===== config.mk =====
export PLATFORM = sky130hd
export DESIGN_NAME = c8is_control
export DESIGN_NICKNAME = d
export VERILOG_FILES = /design/src/rtl/c8is_pkg.sv /design/src/rtl/c8is_control.sv
export SDC_FILE = /design/constraint.sdc
export NUM_CORES = 1
export LEC_CHECK = 0
export BUFFER_PORTS_ARGS = -buffer_cell sky130_fd_sc_hd__buf_2
export CORE_AREA = 2 2 39 41
export CTS_BUF_LIST = sky130_fd_sc_hd__clkbuf_8
export DETAILED_ROUTE_END_ITERATION = 6
export DIE_AREA = 0 0 41 43
export HOLD_SLACK_MARGIN = 0.12
export SYNTH_ARGS = -nofsm -noshare
export SYNTH_HDL_FRONTEND = slang
export SYNTH_SLANG_ARGS = --single-unit

===== constraint.sdc =====
create_clock -name clk -period 1.8 [get_ports clk]
set_clock_uncertainty 0.1 [all_clocks]
set_input_delay 0.27 -clock clk [delete_from_list [all_inputs] [get_ports clk]]
set_output_delay 0.27 -clock clk [all_outputs]
set_load 0.005 [all_outputs]

===== src/rtl/c8is_pkg.sv =====
// ----------------------------------------------------------------------------
// c8is_pkg
// shared types and constants of the instruction step core
// ----------------------------------------------------------------------------
package c8is_pkg;

  localparam logic [1:0] MODE_WRITE = 2'd0;
  localparam logic [1:0] MODE_EXEC  = 2'd1;
  localparam logic [1:0] MODE_READ  = 2'd2;
  localparam logic [1:0] MODE_NONE  = 2'd3;

  localparam logic [3:0] OP_SYS   = 4'h0;
  localparam logic [3:0] OP_JUMP  = 4'h1;
  localparam logic [3:0] OP_SET   = 4'h6;
  localparam logic [3:0] OP_ADD   = 4'h7;
  localparam logic [3:0] OP_INDEX = 4'hA;
  localparam logic [3:0] OP_DRAW  = 4'hD;
  localparam logic [11:0] NNN_CLEAR = 12'h0E0;

  // controller to datapath
  typedef struct packed {
    logic mem_write;    // write input byte to memory
    logic mem_read_hi;  // read memory at pc
    logic mem_read_lo;  // read memory at pc+1
    logic mem_read_spr; // read memory at index+row count
    logic latch_hi;
    logic latch_lo;
    logic exec;         // execute non-draw opcode
    logic draw_start;   // clear vf, latch coordinates
    logic draw_row;     // apply latched sprite byte to one row
    logic clear_step;   // clear the whole display
    logic out_load;     // capture result
  } c8is_cmd_t;

  // datapath to controller
  typedef struct packed {
    logic       halted;
    logic       is_draw;
    logic       is_clear;
    logic       draw_last;  // this row is the final one
    logic       draw_empty; // height zero
    logic       mem_ready;  // memory clearing pass finished
  } c8is_stat_t;

endpackage


===== src/rtl/c8is_control.sv =====
// ----------------------------------------------------------------------------
// c8is_control
// sequencer for write, execute and read items
// ----------------------------------------------------------------------------
module c8is_control
  import c8is_pkg::*;
(
  input  logic       clk,
  input  logic       rst,
  input  logic       in_valid,
  output logic       in_ready,
  input  logic [1:0] mode,
  output logic       out_valid,
  input  logic       out_ready,
  input  c8is_stat_t stat,
  output c8is_cmd_t  cmd,
  output logic       exec_item
);

  localparam logic [2:0] S_IDLE  = 3'd0;
  localparam logic [2:0] S_HI    = 3'd1;
  localparam logic [2:0] S_LO    = 3'd2;
  localparam logic [2:0] S_EXEC  = 3'd3;
  localparam logic [2:0] S_SPR   = 3'd4;
  localparam logic [2:0] S_ROW   = 3'd5;
  localparam logic [2:0] S_DONE  = 3'd6;

  logic [2:0] state, state_next;
  logic       out_valid_next;
  logic       is_exec;

  assign in_ready = (state == S_IDLE) && stat.mem_ready && (!out_valid || out_ready);

  always_comb begin
    cmd = '0;
    state_next = state;
    out_valid_next = out_valid && !out_ready;
    unique case (state)
      S_IDLE: if (in_valid && in_ready) begin
        if (mode == MODE_EXEC && !stat.halted) begin
          cmd.mem_read_hi = 1'b1;
          state_next = S_HI;
        end else begin
          cmd.mem_write = (mode == MODE_WRITE);
          state_next = S_DONE;
        end
      end
      S_HI: begin
        cmd.latch_hi = 1'b1;
        cmd.mem_read_lo = 1'b1;
        state_next = S_LO;
      end
      S_LO: begin
        cmd.latch_lo = 1'b1;
        state_next = S_EXEC;
      end
      S_EXEC: begin
        cmd.exec = 1'b1;
        cmd.clear_step = stat.is_clear;
        if (stat.is_draw) begin
          cmd.draw_start = 1'b1;
          state_next = stat.draw_empty ? S_DONE : S_SPR;
        end else begin
          state_next = S_DONE;
        end
      end
      S_SPR: begin
        cmd.mem_read_spr = 1'b1;
        state_next = S_ROW;
      end
      S_ROW: begin
        cmd.draw_row = 1'b1;
        state_next = stat.draw_last ? S_DONE : S_SPR;
      end
      S_DONE: if (!out_valid || out_ready) begin
        cmd.out_load = 1'b1;
        out_valid_next = 1'b1;
        state_next = S_IDLE;
      end
      default: state_next = S_IDLE;
    endcase
  end

  always_ff @(posedge clk) begin
    if (rst) begin
      state <= S_IDLE;
      out_valid <= 1'b0;
      is_exec <= 1'b0;
    end else begin
      state <= state_next;
      out_valid <= out_valid_next;
      if (state == S_IDLE && in_valid && in_ready) is_exec <= (state_next == S_HI);
    end
  end

  assign exec_item = is_exec;

  a_ready_idle: assert property (@(posedge clk) disable iff (rst)
    in_ready |-> state == S_IDLE) else $error("ready outside idle");
  a_load_done: assert property (@(posedge clk) disable iff (rst)
    cmd.out_load |=> out_valid) else $error("result lost");
  a_row_after_spr: assert property (@(posedge clk) disable iff (rst)
    cmd.draw_row |-> $past(cmd.mem_read_spr)) else $error("row without read");

endmodule


# Word-level counts from Yosys, hierarchy flattened
# Cells that the tools add are included.
# word_totals
register_bits,5
inputBits,12
output_inout_bits,14
word_cells,46
# op_classes
n_eq_ne,8
n_mux,22
n_reduce_logical,13
# ops
operator,n
case mux 3 bit (7 select lines),1
2-to-1 mux 1 bit,12
2-to-1 mux 2 bit,6
"== test 3 bit, second input constant",3
2-to-1 mux 3 bit,3
logical AND 1 bit,7
"== test 3 x 1 -> 1 bit, second input constant",2
"== test 3 x 2 -> 1 bit, second input constant",2
logical NOT 1 bit,3
logical NOT 3 bit,1
"== test 2 x 1 -> 1 bit, second input constant",1
logical NOT 2 bit,1
logical OR 1 bit,1

# Logic depth before layout (Yosys ltp)
# logic_depth
ltp_word,7
mapped_depth,4
mapped_depth_nobuf,3

# Worst setup path before layout
# OpenSTA, ideal clock, no wires.
# synth_path
kind,reg2out
start,reg state[2]
end,out cmd[9] (netlist name)
t_arrival_ps,1518
required_ps,1430
slack_ps,-88
stages_incl_launch_ff,5
n_path_buf,1
path_cell_list,dfxtp_1 buf_6 or4b_4 or4_4 inv_1
# synth_rtl
item,line,text
from (decl),c8is_control.sv:28,"logic [2:0] state, state_next;"
from (signal assigned),c8is_control.sv:90,state <= state_next;
to (decl),c8is_control.sv:16,"output c8is_cmd_t cmd,"

==> impl_results.md <==
- Hold crit path type: in -> reg
- Ports: 26
- Dpl cells: 90
- Status: finished with violations
- Final setup fails: 1
- Post-synthesis cell type count: 30
- Die H: 43 um
- Clock Power Share: 39.2%
- CTS tree: done
- Final Cycle Share: 112.1%
- Seq pwr share: 25.3%
- Synth Area per Inst: 7.768 sq um
- Worst-path maximum fanout: 2
- Clock transition at path regs: 0.04 ns
- Async S/R FF share, synth: 0%
- Vias: 440
- # Post-CTS Setup Buffers: 0
- Failing checks: setup timing
- Pre-antenna DRT Iters: 1
- Pins over their slew limit: 0
- Pin count of the biggest net entering global routing: 13
- Post-DP Area: 529.3 sq um
- Kind of critical path: reg -> out
- First-pass GRT wire length: 1.442 mm
- Critical path launch point type: register
- Relative slew margins: 80.57%
- Register area share after synthesis: 26.85%
- Design Power: 526.6 uW
- Root Driver: clkbuf_8
- Mapped Cells: 48
- Post-route design area: 590.6 sq um
- VDD IR max: 0.2738 mV
- Final nets: 91
- Tightest Pin Transition: 0.2909 ns
- Commonest non-fill, non-tap cell in the layout: buf_2
- Util after Layout: 42.68%
- Syn Nets: 60
- Die W: 41 um
- Via density: 4.681
- Iteration-0 DRC Markers: 0
- Drt total wl: 1.017 mm
- # diodes: 0
- Leakage: 0.3196 nW
- # DRC: 0
- Commonest cells after routing, fill and taps aside: buf_2, inv_1, buf_4
- Final WS setup: -0.2175 ns
- Bufs on Longest Clock Path: 2
- Core area: 1384 sq um
- Routed Antenna Nets: 0
- Post-CTS sizing: 1
- HPWL after detailed placement: 733.2 um
- Vias in the first global route: 360
- I/O Buffers: 25
- Post-synth EDFFs: 0
- Antenna violations before repair: 0
- Switching Fraction: 29.95%
- F_max: 495.7 MHz
- Std cell rows: 14
- Ys Warns: 0
- Final GP Congestion: 0.6938
- Post-Layout Cell Count: 94
- Final hold violations: 0
- Initial Util: 26.94%
- Aggregate global routing overflow: 0
- Crit path DAT: 1.65 ns
- Wire length per cell: 10.82 um
- RSZ-0062 raised after global routing: yes
- Worst skew pair latency: 0.22 ns
- Die area: 1763 sq um
- Internal power: 368.8 uW
- Total of max-cap violations: 0
- Crit. End Element: primary output
- Combinational Power Share: 35.5%
- CP required: 1.43 ns
- CTS HTree Levels: 1
- Fin crit period: 2.018 ns
- Pre-CTS setup slack: 0.01486 ns
- Register bit total from synthesis: 5
- Synth Cell Area: 372.9 sq um
- Sinks on Clock Net: 5
- Num CTS Buffers: 3
- Power Dens Cells: 891.7 nW/um^2
- Area Growth Syn to Fin: 58.39%
- Most used DFF post-synth: dfxtp_1
- CTS Hold Bufs: 0
- Switch Pwr: 157.7 uW
- Layout cells sized above 1: 53.85%
- Overall Global Routing Usage: 12.95%
-- worst paths after layout --
path	from	cells after the start	slack, ns	to
setup / recovery	state[1]$_SDFF_PP0_	4	-0.22	cmd[9]
hold reg to reg	exec_item$_SDFFE_PP0P_	2	0.36	exec_item$_SDFFE_PP0P_
setup reg to reg	state[1]$_SDFF_PP0_	4	0.10	exec_item$_SDFFE_PP0P_
hold / removal	rst	2	0.15	exec_item$_SDFFE_PP0P_
-- power groups by stage --
stage               sequential [mW]  clock, mW  combinational [mW]
floorplan                     0.133          0               0.116
global placement              0.133          0               0.179
detailed placement            0.133          0               0.181
CTS                           0.132      0.212               0.185
global route                  0.135      0.218               0.207
finish                        0.133      0.206               0.187
-- synth_stat cells (2+ instances only) --
master | number | area, sq um
dfxtp_1 | 5 | 100.1
inv_1 | 5 | 18.77
nor2_1 | 5 | 18.77
a21oi_1 | 2 | 10.01
and3_1 | 2 | 12.51
clkbuf_1 | 2 | 7.510
nand2b_1 | 2 | 12.51
nor2b_1 | 2 | 12.51
nor3_1 | 2 | 10.01
-- area by class of cell --
type / count / area (sq um)
Tap cell: 16 / 20.02
Timing Repair Buffer: 30 / 168.9
Sequential cell: 5 / 101.3
Inverter: 5 / 18.77
Clock buffer: 3 / 41.29
Clock inverter: 1 / 3.754
Fill cell: 149 / 793.3
Multi-Input combinational cell: 34 / 236.5
-- sequential cells by signal, indices dropped and copies added, names as in the netlist --
signal and cells:
exec_item 1, out_valid 1, state 3
-- stage by stage --
stage | setup TNS [ns] | hold WS [ns]
after floorplan | 0 | 0.2391
after global placement | 0 | 0.3545
after detailed placement | 0 | 0.3641
after CTS | -0.2095 | 0.1447
after global routing | -0.3341 | 0.1451
final | -0.2175 | 0.1473
-- cells by family after synthesis --
group,count (synthesis),share of synthesized area (%)
AOI/OAI and AO/OA,9,17.79
DFF,5,26.85
and+or+nand+nor,25,43.29
buffers and inverters,9,12.08
-- routing by layer --
layer | up-vias | global-route usage, % | share of wire [%]
met5 | - | 0 | 0
met4 | 0 | 12.00 | 1.4
met3 | 2 | 3.141 | 4.2
met2 | 10 | 18.44 | 50
met1 | 198 | 14.79 | 44
li1 | 230 | - | -
-- critical path, stage by stage (launching register included) --
cell and delay (ns):
dfxtp_2 0.31, or4b_4 0.54, or4_4 0.43, inv_2 0.07, buf_6 0.08
No activity file was read; power rests on OpenSTA's default activity.
